<file path="src/rtl/mse_pkg.sv">
package mse_pkg;

    localparam int MAX_VALUES = 64;
    localparam int MAX_ITEMS  = 8;
    localparam int VALUE_BITS = 16;

    localparam int ADDR_W  = $clog2(MAX_VALUES);
    localparam int VCNT_W  = 7;
    localparam int CNT_W   = 4;
    localparam int TGT_W   = 19;
    localparam int SUM_W   = 20;
    localparam int POS_W   = 3;
    localparam int SLOT_W  = $clog2(MAX_ITEMS);
    localparam int DEPTH_W = $clog2(MAX_ITEMS + 1);
    localparam int REG_W   = 2;

    localparam logic CMD_LOAD = 1'b0;
    localparam logic CMD_NEXT = 1'b1;

    localparam logic [REG_W-1:0] REG_TARGET_SUM  = 2'd0;
    localparam logic [REG_W-1:0] REG_MIN_COUNT   = 2'd1;
    localparam logic [REG_W-1:0] REG_MAX_COUNT   = 2'd2;
    localparam logic [REG_W-1:0] REG_VALUE_COUNT = 2'd3;

    typedef struct packed {
        logic [TGT_W-1:0]  target_sum;
        logic [CNT_W-1:0]  min_count;
        logic [CNT_W-1:0]  max_count;
        logic [VCNT_W-1:0] value_count;
    } t_cfg;

    typedef struct packed {
        logic                  cmd;
        logic [ADDR_W-1:0]     entry_index;
        logic [VALUE_BITS-1:0] value_word;
    } t_cmd;

    typedef struct packed {
        logic [VALUE_BITS-1:0] element_value;
        logic [POS_W-1:0]      position;
        logic                  is_last;
        logic                  exhausted;
    } t_res;

endpackage

</file>
<file path="src/rtl/mse_engine.sv">
module mse_engine import mse_pkg::*; (
    input  logic i_clk,
    input  logic i_rst_n,
    input  t_cfg i_cfg,
    input  logic i_cmd_valid,
    output logic o_cmd_ready,
    input  t_cmd i_cmd,
    output logic o_res_valid,
    input  logic i_res_ready,
    output t_res o_res
);

    localparam logic [2:0] S_IDLE      = 3'd0;
    localparam logic [2:0] S_SCAN      = 3'd1;
    localparam logic [2:0] S_LOOP      = 3'd2;
    localparam logic [2:0] S_ADV       = 3'd3;
    localparam logic [2:0] S_EMIT_RD   = 3'd4;
    localparam logic [2:0] S_EMIT_WAIT = 3'd5;
    localparam logic [2:0] S_EXH       = 3'd6;

    logic [2:0]            r_state, n_state;
    logic [DEPTH_W-1:0]    r_d, n_d;
    logic [CNT_W-1:0]      r_k, n_k;
    logic                  r_started, n_started;
    logic                  r_done, n_done;
    logic                  r_desc, n_desc;
    logic [VCNT_W-1:0]     r_scan_i, n_scan_i;
    logic                  r_scan_vld, n_scan_vld;
    logic [VALUE_BITS-1:0] r_vmax, n_vmax;
    logic [CNT_W-1:0]      r_j, n_j;

    logic [ADDR_W-1:0]     r_stack  [MAX_ITEMS];
    logic [SUM_W-1:0]      r_prefix [MAX_ITEMS+1];
    logic [VALUE_BITS-1:0] r_mem    [MAX_VALUES];
    logic [VALUE_BITS-1:0] r_rdata;

    logic                  mem_we, mem_re;
    logic [ADDR_W-1:0]     mem_ra;
    logic                  stk_we;
    logic [SLOT_W-1:0]     stk_wa, stk_ra, dm1;
    logic [ADDR_W-1:0]     stk_wd, stk_rd, st;
    logic                  pf_we;
    logic [DEPTH_W-1:0]    pf_wa;
    logic [SUM_W-1:0]      pf_wd, pf_rd, adv_sum, tgt;
    logic [VCNT_W-1:0]     n_lim, nx;
    logic [CNT_W-1:0]      kmax, restart_k, kd;
    logic [CNT_W+VALUE_BITS-1:0] prod;
    logic [SUM_W:0]        bound;
    logic                  stop, prune, last_elem;

    assign n_lim = (i_cfg.value_count > VCNT_W'(MAX_VALUES)) ? VCNT_W'(MAX_VALUES)
                                                              : i_cfg.value_count;
    assign kmax  = (i_cfg.max_count > CNT_W'(MAX_ITEMS)) ? CNT_W'(MAX_ITEMS)
                                                          : i_cfg.max_count;
    assign restart_k = (i_cfg.min_count == '0) ? CNT_W'(1) : i_cfg.min_count;
    assign tgt = SUM_W'(i_cfg.target_sum);

    assign dm1    = (r_d == '0) ? '0 : SLOT_W'(r_d - 1'b1);
    assign stk_ra = (r_state == S_EMIT_RD) ? r_j[SLOT_W-1:0] : dm1;
    assign stk_rd = r_stack[stk_ra];
    assign pf_rd  = r_prefix[r_d];

    assign st   = (r_d == '0) ? '0 : stk_rd;
    assign nx   = {1'b0, stk_rd} + 1'b1;
    assign kd   = r_k - CNT_W'(r_d);
    // remaining slots filled with the largest value still fall short
    assign prod  = {{VALUE_BITS{1'b0}}, kd} * {{CNT_W{1'b0}}, r_vmax};
    assign bound = {1'b0, pf_rd} + (SUM_W+1)'(prod);
    assign prune = bound < {1'b0, tgt};
    assign stop  = (r_k > kmax) || (CNT_W'(r_d) > r_k) || (r_d > DEPTH_W'(MAX_ITEMS));

    assign adv_sum   = pf_rd + SUM_W'(r_rdata);
    assign last_elem = (r_j + 1'b1) == r_k;

    assign o_cmd_ready = (r_state == S_IDLE);

    always_comb begin
        n_state    = r_state;
        n_d        = r_d;
        n_k        = r_k;
        n_started  = r_started;
        n_done     = r_done;
        n_desc     = r_desc;
        n_scan_i   = r_scan_i;
        n_scan_vld = 1'b0;
        n_vmax     = r_vmax;
        n_j        = r_j;
        mem_we     = 1'b0;
        mem_re     = 1'b0;
        mem_ra     = '0;
        stk_we     = 1'b0;
        stk_wa     = dm1;
        stk_wd     = st;
        pf_we      = 1'b0;
        pf_wa      = '0;
        pf_wd      = '0;
        o_res_valid = 1'b0;
        o_res       = '0;
        unique case (r_state)
            S_IDLE: begin
                if (i_cmd_valid) begin
                    if (i_cmd.cmd == CMD_LOAD) begin
                        mem_we    = 1'b1;
                        n_started = 1'b0;
                        n_done    = 1'b0;
                        n_d       = '0;
                        n_k       = restart_k;
                    end else if (r_done) begin
                        n_state = S_EXH;
                    end else begin
                        n_state  = S_SCAN;
                        n_scan_i = '0;
                        n_vmax   = '0;
                    end
                end
            end
            S_SCAN: begin
                if (r_scan_vld && (r_rdata > r_vmax)) begin
                    n_vmax = r_rdata;
                end
                if (r_scan_i < n_lim) begin
                    mem_re     = 1'b1;
                    mem_ra     = r_scan_i[ADDR_W-1:0];
                    n_scan_i   = r_scan_i + 1'b1;
                    n_scan_vld = 1'b1;
                end else if (!r_scan_vld) begin
                    n_state = S_LOOP;
                    if (!r_started) begin
                        n_started = 1'b1;
                        n_d       = '0;
                        pf_we     = 1'b1;
                        n_desc    = 1'b1;
                    end else begin
                        n_desc = 1'b0;
                    end
                end
            end
            S_LOOP: begin
                if (stop) begin
                    n_done  = 1'b1;
                    n_state = S_EXH;
                end else if (r_desc) begin
                    if (CNT_W'(r_d) == r_k) begin
                        if (pf_rd == tgt) begin
                            n_state = S_EMIT_RD;
                            n_j     = '0;
                        end else begin
                            n_desc = 1'b0;
                        end
                    end else if (prune) begin
                        n_desc = 1'b0;
                    end else if ({1'b0, st} >= n_lim) begin
                        n_desc = 1'b0;
                    end else begin
                        stk_we  = 1'b1;
                        stk_wa  = r_d[SLOT_W-1:0];
                        stk_wd  = st;
                        mem_re  = 1'b1;
                        mem_ra  = st;
                        n_state = S_ADV;
                    end
                end else begin
                    if (r_d == '0) begin
                        n_k    = r_k + 1'b1;
                        pf_we  = 1'b1;
                        n_desc = 1'b1;
                    end else begin
                        n_d = r_d - 1'b1;
                        if (nx < n_lim) begin
                            stk_we  = 1'b1;
                            stk_wa  = dm1;
                            stk_wd  = nx[ADDR_W-1:0];
                            mem_re  = 1'b1;
                            mem_ra  = nx[ADDR_W-1:0];
                            n_state = S_ADV;
                        end
                    end
                end
            end
            S_ADV: begin
                pf_we   = 1'b1;
                pf_wa   = r_d + 1'b1;
                pf_wd   = adv_sum;
                n_d     = r_d + 1'b1;
                n_desc  = adv_sum <= tgt;
                n_state = S_LOOP;
            end
            S_EMIT_RD: begin
                mem_re  = 1'b1;
                mem_ra  = stk_rd;
                n_state = S_EMIT_WAIT;
            end
            S_EMIT_WAIT: begin
                o_res_valid         = 1'b1;
                o_res.element_value = r_rdata;
                o_res.position      = r_j[POS_W-1:0];
                o_res.is_last       = last_elem;
                o_res.exhausted     = 1'b0;
                if (i_res_ready) begin
                    n_j     = r_j + 1'b1;
                    n_state = last_elem ? S_IDLE : S_EMIT_RD;
                end
            end
            S_EXH: begin
                o_res_valid     = 1'b1;
                o_res.is_last   = 1'b1;
                o_res.exhausted = 1'b1;
                if (i_res_ready) begin
                    n_state = S_IDLE;
                end
            end
            default: begin
                n_state = S_IDLE;
            end
        endcase
    end

    always_ff @(posedge i_clk) begin
        if (!i_rst_n) begin
            r_state    <= S_IDLE;
            r_d        <= '0;
            r_k        <= CNT_W'(1);
            r_started  <= 1'b0;
            r_done     <= 1'b0;
            r_desc     <= 1'b0;
            r_scan_i   <= '0;
            r_scan_vld <= 1'b0;
            r_j        <= '0;
        end else begin
            r_state    <= n_state;
            r_d        <= n_d;
            r_k        <= n_k;
            r_started  <= n_started;
            r_done     <= n_done;
            r_desc     <= n_desc;
            r_scan_i   <= n_scan_i;
            r_scan_vld <= n_scan_vld;
            r_j        <= n_j;
        end
    end

    always_ff @(posedge i_clk) begin
        r_vmax <= n_vmax;
        if (stk_we) begin
            r_stack[stk_wa] <= stk_wd;
        end
        if (pf_we) begin
            r_prefix[pf_wa] <= pf_wd;
        end
    end

    // value table
    always_ff @(posedge i_clk) begin
        if (mem_we) begin
            r_mem[i_cmd.entry_index] <= i_cmd.value_word;
        end
        if (mem_re) begin
            r_rdata <= r_mem[mem_ra];
        end
    end

    ap_depth_bound: assert property (@(posedge i_clk) disable iff (!i_rst_n)
        r_d <= DEPTH_W'(MAX_ITEMS))
        else $error("search depth beyond stack");

    ap_emit_full: assert property (@(posedge i_clk) disable iff (!i_rst_n)
        o_res_valid && !o_res.exhausted |-> CNT_W'(r_d) == r_k)
        else $error("set emitted from partial stack");

    ap_load_restart: assert property (@(posedge i_clk) disable iff (!i_rst_n)
        i_cmd_valid && o_cmd_ready && (i_cmd.cmd == CMD_LOAD)
        |=> !r_started && !r_done && (r_d == '0))
        else $error("load did not restart search");

    ap_idle_quiet: assert property (@(posedge i_clk) disable iff (!i_rst_n)
        o_cmd_ready |-> !r_scan_vld && !o_res_valid)
        else $error("idle with work pending");

    ap_loop_not_done: assert property (@(posedge i_clk) disable iff (!i_rst_n)
        (r_state == S_LOOP) |-> !r_done)
        else $error("search running after exhaustion");

endmodule

</file>
<file path="src/rtl/multiset_sum_enumerator_unit.sv">
// Enumerates multisets of the loaded table values that sum to target_sum, with
// sizes from min_count to max_count, sizes in ascending order and a depth-first
// walk over non-decreasing table indices within each size. A load word (tuser 0)
// writes one table entry and restarts the walk. A next word
// (tuser 1) first scans the table entries in use (value_count, capped at 64) for
// the largest value, then runs the search, whose length depends on the data; each
// table fetch adds an advance step after the search step. A found set leaves as
// one word per element, each read through the single table read port, tlast on
// the final element; with no set left a single exhausted word follows.
// Input is accepted only while the search sequencer is idle; the output register
// lets the next word be taken while a result still waits.
module multiset_sum_enumerator_unit import mse_pkg::*; (
    input  logic              i_clk,
    input  logic              i_rst_n,
    input  logic              i_cfg_we,
    input  logic [REG_W-1:0]  i_cfg_idx,
    input  logic [TGT_W-1:0]  i_cfg_data,
    input  logic              s_axis_tvalid,
    output logic              s_axis_tready,
    input  logic [23:0]       s_axis_tdata,   // entry_index, value_word
    input  logic [0:0]        s_axis_tuser,   // cmd
    output logic              m_axis_tvalid,
    input  logic              m_axis_tready,
    output logic [23:0]       m_axis_tdata,   // element_value, position
    output logic              m_axis_tlast,
    output logic [0:0]        m_axis_tuser    // exhausted
);

    t_cfg r_cfg;
    t_cmd cmd;
    t_res res, r_out;
    logic res_valid, res_ready, r_out_vld;

    assign cmd.cmd         = s_axis_tuser[0];
    assign cmd.entry_index = s_axis_tdata[ADDR_W-1:0];
    assign cmd.value_word  = s_axis_tdata[ADDR_W+VALUE_BITS-1:ADDR_W];

    always_ff @(posedge i_clk) begin
        if (!i_rst_n) begin
            r_cfg.target_sum  <= TGT_W'(1);
            r_cfg.min_count   <= CNT_W'(1);
            r_cfg.max_count   <= CNT_W'(8);
            r_cfg.value_count <= VCNT_W'(1);
        end else if (i_cfg_we) begin
            unique case (i_cfg_idx)
                REG_TARGET_SUM:  r_cfg.target_sum  <= i_cfg_data;
                REG_MIN_COUNT:   r_cfg.min_count   <= i_cfg_data[CNT_W-1:0];
                REG_MAX_COUNT:   r_cfg.max_count   <= i_cfg_data[CNT_W-1:0];
                REG_VALUE_COUNT: r_cfg.value_count <= i_cfg_data[VCNT_W-1:0];
                default: ;
            endcase
        end
    end

    mse_engine u_engine (
        .i_clk       (i_clk),
        .i_rst_n     (i_rst_n),
        .i_cfg       (r_cfg),
        .i_cmd_valid (s_axis_tvalid),
        .o_cmd_ready (s_axis_tready),
        .i_cmd       (cmd),
        .o_res_valid (res_valid),
        .i_res_ready (res_ready),
        .o_res       (res)
    );

    assign res_ready = !r_out_vld || m_axis_tready;

    always_ff @(posedge i_clk) begin
        if (!i_rst_n) begin
            r_out_vld <= 1'b0;
        end else if (res_valid && res_ready) begin
            r_out_vld <= 1'b1;
        end else if (m_axis_tready) begin
            r_out_vld <= 1'b0;
        end
    end

    always_ff @(posedge i_clk) begin
        if (res_valid && res_ready) begin
            r_out <= res;
        end
    end

    assign m_axis_tvalid   = r_out_vld;
    assign m_axis_tdata    = {5'b0, r_out.position, r_out.element_value};
    assign m_axis_tlast    = r_out.is_last;
    assign m_axis_tuser[0] = r_out.exhausted;

endmodule

</file>
<file path="config.mk">
export PLATFORM = sky130hd
export DESIGN_NAME = multiset_sum_enumerator_unit
export DESIGN_NICKNAME = d
export VERILOG_FILES = /design/src/rtl/mse_pkg.sv /design/src/rtl/mse_engine.sv /design/src/rtl/multiset_sum_enumerator_unit.sv
export SDC_FILE = /design/constraint.sdc
export NUM_CORES = 2
export LEC_CHECK = 0
export ABC_AREA = 1
export ABC_CLOCK_PERIOD_IN_PS = 8300
export BUFFER_PORTS_ARGS = -buffer_cell sky130_fd_sc_hd__buf_2
export CELL_PAD_IN_SITES_DETAIL_PLACEMENT = 1
export CELL_PAD_IN_SITES_GLOBAL_PLACEMENT = 2
export CORE_UTILIZATION = 43
export DETAILED_ROUTE_END_ITERATION = 16
export GPL_TIMING_DRIVEN = 1
export HOLD_SLACK_MARGIN = 0.02
export PLACE_DENSITY_LB_ADDON = 0.1
export SLEW_MARGIN = 40
export SYNTH_ARGS = -nofsm -noshare
export SYNTH_HDL_FRONTEND = slang
export SYNTH_SLANG_ARGS = --single-unit
</file>
<file path="constraint.sdc">
create_clock -name i_clk -period 8.3 [get_ports i_clk]
set_input_delay 2.075 -clock i_clk [delete_from_list [all_inputs] [get_ports i_clk]]
set_output_delay 2.075 -clock i_clk [all_outputs]
set_load 0.03 [all_outputs]
</file>
Word level (Yosys, flattened, before mapping)
Memory sizes are Yosys's and may differ from the RTL's. A register that Yosys moved wholly into a read port is not among the register bits.
Index checks and enable logic that the tools add are counted.
- order comparisons: 11
- mux-type cells: 122
- $mul: 1
- eq/ne operators: 36
- add/sub/neg operators: 9
- reduce and logical (&&, ||, !) cells: 31
- operators by type and width (cell ; count):
    $mux W4 ; 23
    $mux W6 ; 14
    $mux W3 ; 24
    $mux W16 ; 4
    $mux W1 ; 38
    $mux W7 ; 5
    $pmux W16 S2 ; 1
    $ne A2 B2 Y1 const B ; 11
    $add A20 B20 Y21 ; 1
    $lt A21 B19 Y1 ; 1
    $pmux W3 S7 ; 1
    $add A20 B16 Y20 ; 1
    $eq A20 B19 Y1 ; 1
    $le A20 B19 Y1 ; 1
    $mul A4 B16 Y20 ; 1
    $mux W20 ; 1
    $pmux W6 S3 ; 1
    $gt A16 B16 Y1 ; 1
    $ne A2 B1 Y1 const B ; 8
    $pmux W4 S2 ; 2
    $pmux W4 S4 ; 1
    $ne A5 B5 Y1 const B ; 3
    $reduce_and A5 Y1 ; 3
    $lt A7 B7 Y1 ; 2
    36 further kinds ; 61
- logic and storage cells: 232
- memories kept: 3
- flip-flop bits (word level): 98
- input bits: 51
- output and inout port bits: 28
- RAM bits: 1252
- memories (memory ; depth ; width ; read ports ; clocked after Yosys merged registers in ; wr ports ; RTL line ; RTL):
    u_engine.r_mem ; 64 ; 16 ; 1 ; 1 ; 1 ; mse_engine.sv:34 ; logic [VALUE_BITS-1:0] r_mem [MAX_VALUES];
    u_engine.r_prefix ; 9 ; 20 ; 1 ; 1 ; 1 ; mse_engine.sv:33 ; logic [SUM_W-1:0] r_prefix [MAX_ITEMS+1];
    u_engine.r_stack ; 8 ; 6 ; 1 ; 0 ; 1 ; mse_engine.sv:32 ; logic [ADDR_W-1:0] r_stack [MAX_ITEMS];

Depth between registers and ports, before layout
An unclocked memory read counts as a cell.
- depth in word-level cells: 14
- mapped depth: 45

Hierarchy
A second synthesis with hierarchy kept.
- cell total of the unflattened synthesis: 6030
- area, all modules: 64086.5 um^2
- modules (own cells, without submodules) (module ; times used ; cells each ; area each (um^2)):
    mse_engine ; 1 ; 5780 ; 61886.9
    multiset_sum_enumerator_unit ; 1 ; 250 ; 2199.6

Worst setup path before layout
OpenSTA, ideal clock, no wires.
- kind: flip-flop to flip-flop
- start: register u_engine.r_d[2]
- end: register u_engine.r_rdata[3] (read register of u_engine.r_mem), data pin
- arrival: 6.809 ns
- cell stages (with the launch flop): 41
- buffers on the path: 3
- slack: 1.238 ns
- data required time: 8.047 ns
- library setup time: 0.253 ns
- cells stage by stage: dfxtp_1 -> inv_2 -> ha_1 -> inv_1 -> o21bai_1 -> xor2_1 -> clkbuf_1 -> nor2_1 -> fa_1 -> fa_1 -> inv_1 -> fa_1 -> inv_1 -> ha_1 -> a21oi_1 -> o21ai_0 -> nand2_1 -> nand2_1 -> [... 5 more ...] -> ha_1 -> inv_1 -> nor3_1 -> a211oi_1 -> a21oi_1 -> nor2_1 -> nand2_1 -> nand2_1 -> inv_1 -> nand2_1 -> clkbuf_1 -> o2111ai_2 -> clkbuf_1 -> nand3_1 -> nand3_1 -> nand2_1 -> nand2_1 -> nand2_1
- cells in the longest elaborated chain, start to end: 12
- RTL lines (what ; RTL line ; RTL):
    from (decl) ; mse_engine.sv:22 ; logic [DEPTH_W-1:0] r_d, n_d;
    from (signal assigned) ; mse_engine.sv:231 ; r_d <= n_d;
    parallel branches: the longest is 12 deep, another holds $add A20 B20 Y21 ; n/a ;
    to (decl) ; mse_engine.sv:35 ; logic [VALUE_BITS-1:0] r_rdata;
Several ways; the timed one is not identified.
A chain may end at the register's enable or synchronous reset.

Worst setup path after layout
- start: register u_engine.r_k[1]
- end: register u_engine.r_rdata[5] (read register of u_engine.r_mem), data pin
- cells in the longest elaborated chain, start to end: 9
- RTL lines (what ; RTL line ; RTL):
    from (decl) ; mse_engine.sv:23 ; logic [CNT_W-1:0] r_k, n_k;
    from (signal assigned) ; mse_engine.sv:232 ; r_k <= n_k;
    $sub A4 B4 Y4 ; mse_engine.sv:65 ; assign kd = r_k - CNT_W'(r_d);
    $mul A4 B16 Y20 ; mse_engine.sv:67 ; assign prod = {{VALUE_BITS{1'b0}}, kd} * {{CNT_W{1'b0}}, r_vmax};
    $add A20 B20 Y21 ; mse_engine.sv:68 ; assign bound = {1'b0, pf_rd} + (SUM_W+1)'(prod);
    $lt A21 B19 Y1 ; mse_engine.sv:69 ; assign prune = bound < {1'b0, tgt};
    $mux W6 / $mux W1 (equally long branches) ; mse_engine.sv:150 ; end else if (prune) begin
    $mux W6 / $mux W1 (equally long branches) ; mse_engine.sv:143 ; if (CNT_W'(r_d) == r_k) begin
    $mux W6 / $mux W1 (equally long branches) ; mse_engine.sv:142 ; end else if (r_desc) begin
    $mux W6 / $mux W1 (equally long branches) ; mse_engine.sv:139 ; if (stop) begin
    $pmux W6 S3 / $pmux W1 S3 (equally long branches) ; mse_engine.sv:99 ; unique case (r_state)
Parallel ways exist; a longest one is shown, timed or not.

==> metrics.sh <==
CLOCK_INSERTION_DELAY_WORST_SKEW_PS=780
CPPEAKSTAGEDELAY_PS=510
IO-PIN-COUNT=79
CTS_HOLD_BUF=0
PLACEMENT.IO_BUFFERS=71
PLACE.DETAILED.INSTANCES=7580
CHIPWIDTH_UM=384
FINALNETCOUNT=6088
INITIAL_UTILIZATION=0.435
CTS_MADE_BUFFERS=152
CRIT_FAMILY='adder cells'
FINAL_CELL_MIX='1305 x sky130_fd_sc_hd__edfxtp_1, 1025 x sky130_fd_sc_hd__nand3_1, 861 x sky130_fd_sc_hd__nand2_1, 533 x sky130_fd_sc_hd__nand4_1, 363 x sky130_fd_sc_hd__nor2_1'
GRT_UTIL_ALL_LAYERS=0.276
P_SWITCHING_mW=14.2
PATH_BUF_INV=11
DRTPASS1ITERATIONS=5
CLOCKROOTBUFFER='sky130_fd_sc_hd__clkbuf_16'
DRT_WIRELENGTH_UM=209000
REG2REG_SETUP_SLACK_PS=430
GRT_PASS1_VIAS=47300
FINALPOWER_mW=32.7
YS_FF_LATCH=1370
DIE-HEIGHT_UM=384
DRT-VIAS-PER-INSTANCE=5.88
PATH_CLASS='reg -> reg'
NUMBER_OF_WARNINGS_PRINTED_DURING_YOSYS_SYNTHESIS=0
DRIVE_ABOVE_1_SHARE=0.132
CTS_MAX_PATH_BUFFERS=3
PATH_MAX_FANOUT=15
FINAL_CELL_COUNT_NO_FILL=7876
SYNTHESIS.AREA_UM2=62800
RELSLEWSLACK=0.356
ROUTE.DETAILED.DRC=0
POST_LAYOUT_MINIMUM_CYCLE_TIME_PS=7870
HPWLAFTERDP_UM=127000
CLOCKPOWERSHARE=0.200
SEQ_AREA_FRAC_SYNTH=0.644
CTS_HTREE_LEVELS=4
FINALMAXSLEWVIOLATIONS=0
DETAIL-ROUTE-ANTENNA-NETS=0
IRDROPWORSTVDD_mV=0.573
INTPOWER_mW=18.6
GLOBAL_ROUTE_WIRE_LENGTH_BEFORE_REPAIR_UM=304000
ACHIEVABLE-FREQUENCY_GHz=0.127
FIN_SETUP_TNS_PS=0
CRITICAL_PATH_ARRIVAL_PS=8350
TRITONCTS_NUM_SINKS=1370
WORST-ENDPOINT-REQUIRED_PS=8770
SYN_AREA_PER_CELL_UM2=11.1
DRT_FIRST_ITER_VIOLATIONS=3572
GRT.OVERFLOW.TOTAL=0
YS.FLOP_TYPE='sky130_fd_sc_hd__edfxtp_1'
GRT_ANTENNA_BEFORE_REPAIR=11
MOST_COMMON_LIBRARY_CELL_IN_THE_LAYOUT_IGNORING_FILL_AND_TAPS='sky130_fd_sc_hd__edfxtp_1'
TOTAL_LEAKAGE_POWER_nW=26.9
WORSTHOLDPATHTYPE='reg -> reg'
CTS_TREE='done'
CRIT_PATH_START_KIND='register'
LAYOUT-AREA-OVERHEAD-VS-SYNTH_PCT=16.3
WORST_SLEW_PIN_SLEW_PS=956
POSTSYNTHCELLCOUNT=5657
PLACE.GP.CONGESTION=0.862
FINAL.SETUP_SKEW_PS=30.1
SYNTH_CELL_TYPES=62
FIN_CRIT_SH=0.949
POST_SYNTH_EDFFS=1305
WORST_HOLD_SLACK_PS=480
RESULT_OF_THE_RUN='completed'
SEQPWRFRAC=0.252
PLACEABLECOREAREA_UM2=144000
ROWS=139
TIMING.MAX_CAP.VIOLATIONS=0
ROUTEDWLPERCELL_UM=26.5
POWER.DENSITY_nW_PER_UM2=448
CP-END-KIND='register'
FP.DIEAREA_UM2=148000
FINAL_HOLD_VIOL_COUNT=0
COMB_POWER_SHARE=0.549
CRITICAL_PATH.SLOWEST_CELL='sky130_fd_sc_hd__fa_1'
CLKTRANSATPATHREGS_PS=60
CRIT_PATH_FREQUENT_CELL='sky130_fd_sc_hd__nand2_1'
REPORT.FINAL.SETUP_VIOL=0
SYNTH_ASYNC_SR_FLOP_SHARE=0
ROUTED-VIA-COUNT=46300
SW_SHARE=0.433
GRT_MAX_DEGREE=168
-- flip-flops by register name, summed over array words and instances, names as in the netlist, 3 cells and up, named ones only --
name / cells
r_cfg: 34
u_engine.r_vmax: 16
u_engine.r_mem: 1024
u_engine.r_prefix: 180
m_axis_tdata: 19
u_engine.r_state: 3
u_engine.r_rdata: 16
u_engine.r_scan_i: 7
u_engine.r_stack: 48
u_engine.r_j: 4
u_engine.r_k: 4
u_engine.r_d: 4
-- cells in the mapped netlist (all sizes together) (47+ instances only) --
cell type / n / area [um^2]
a21oi: 111 / 571
buf: 260 / 1350
clkbuf: 135 / 507
dfxtp: 65 / 1300
edfxtp: 1305 / 39200
fa: 47 / 941
ha: 130 / 1630
inv: 346 / 1300
nand2: 876 / 3310
nand3: 1078 / 5460
nand4: 533 / 3330
nor2: 382 / 1450
o21ai: 180 / 920
-- worst min-delay path, delay by kind of cell, from the launching register on --
kind	cells	cell delay (ps)
compound gates	1	50
flops	1	310
simple gates	1	70
-- layout make-up --
type / instances / area (um^2)
Clock buffer: 186 / 3970
Fill cell: 15200 / 71300
Tap cell: 1903 / 2380
Timing Repair Buffer: 440 / 4410
Clock inverter: 80 / 744
Inverter: 353 / 1340
Sequential cell: 1370 / 40500
Antenna cell: 1 / 2.50
Multi-Input combinational cell: 3543 / 19700
-- metal layers --
layer / global-route usage / wire length [um]
met1: 0.367 / 89400
met5: 0 / 34
met4: 0.0893 / 6510
met2: 0.468 / 103000
met3: 0.0338 / 9680
-- metrics by stage --
| step | utilization | area, um^2 | setup slack [ps] |
|---|---|---|---|
| 5_1_grt | 0.506 | 73000 | -22.8 |
| 3_5_place_dp | 0.466 | 67300 | -390 |
| 4_1_cts | 0.499 | 72100 | 20.0 |
| 3_3_place_gp | 0.465 | 67200 | -268 |
| 6_report | 0.506 | 73000 | 426 |
| 2_1_floorplan | - | 62800 | 1240 |
-- cells by family after synthesis --
| group | after synthesis | synth area share |
|---|---|---|
| buf+inv | 748 | 0.0507 |
| other cells | 1 | 0.0000597 |
| flops | 1370 | 0.644 |
| fa+ha+maj | 177 | 0.0409 |
| simple gates | 2914 | 0.220 |
| xor+xnor | 50 | 0.00709 |
| compound gates | 397 | 0.0370 |
-- worst paths after layout --
| kind | start | endpoint | cells after the start |
|---|---|---|---|
| worst max-delay path | u_engine.r_k[1] | u_engine.r_rdata[5] | 45 |
| worst min-delay path | u_engine.r_j[3] | u_engine.r_j[3] | 2 |
| worst max register to register | u_engine.r_k[1] | u_engine.r_rdata[5] | 45 |
| worst min register to register | u_engine.r_j[3] | u_engine.r_j[3] | 2 |
-- repair_timing --
item                       in CTS  in global routing
setup buffers                   0                 12
gates cloned                    0                 11
pin swaps                       0                 11
resized for setup              10                 93
setup endpoints to repair      16                 16
-- power by group through the flow --
| stage | logic, mW | clock network, mW | registers, mW |
|---|---|---|---|
| after floorplan | 10.9 | 0 | 8.28 |
| after global placement | 16.7 | 0 | 8.37 |
| after detailed placement | 17.1 | 0 | 8.38 |
| after CTS | 17.3 | 6.65 | 8.24 |
| after global routing | 20.2 | 6.89 | 8.25 |
| final | 18.0 | 6.54 | 8.24 |
No activity file was read; power rests on OpenSTA's default activity.
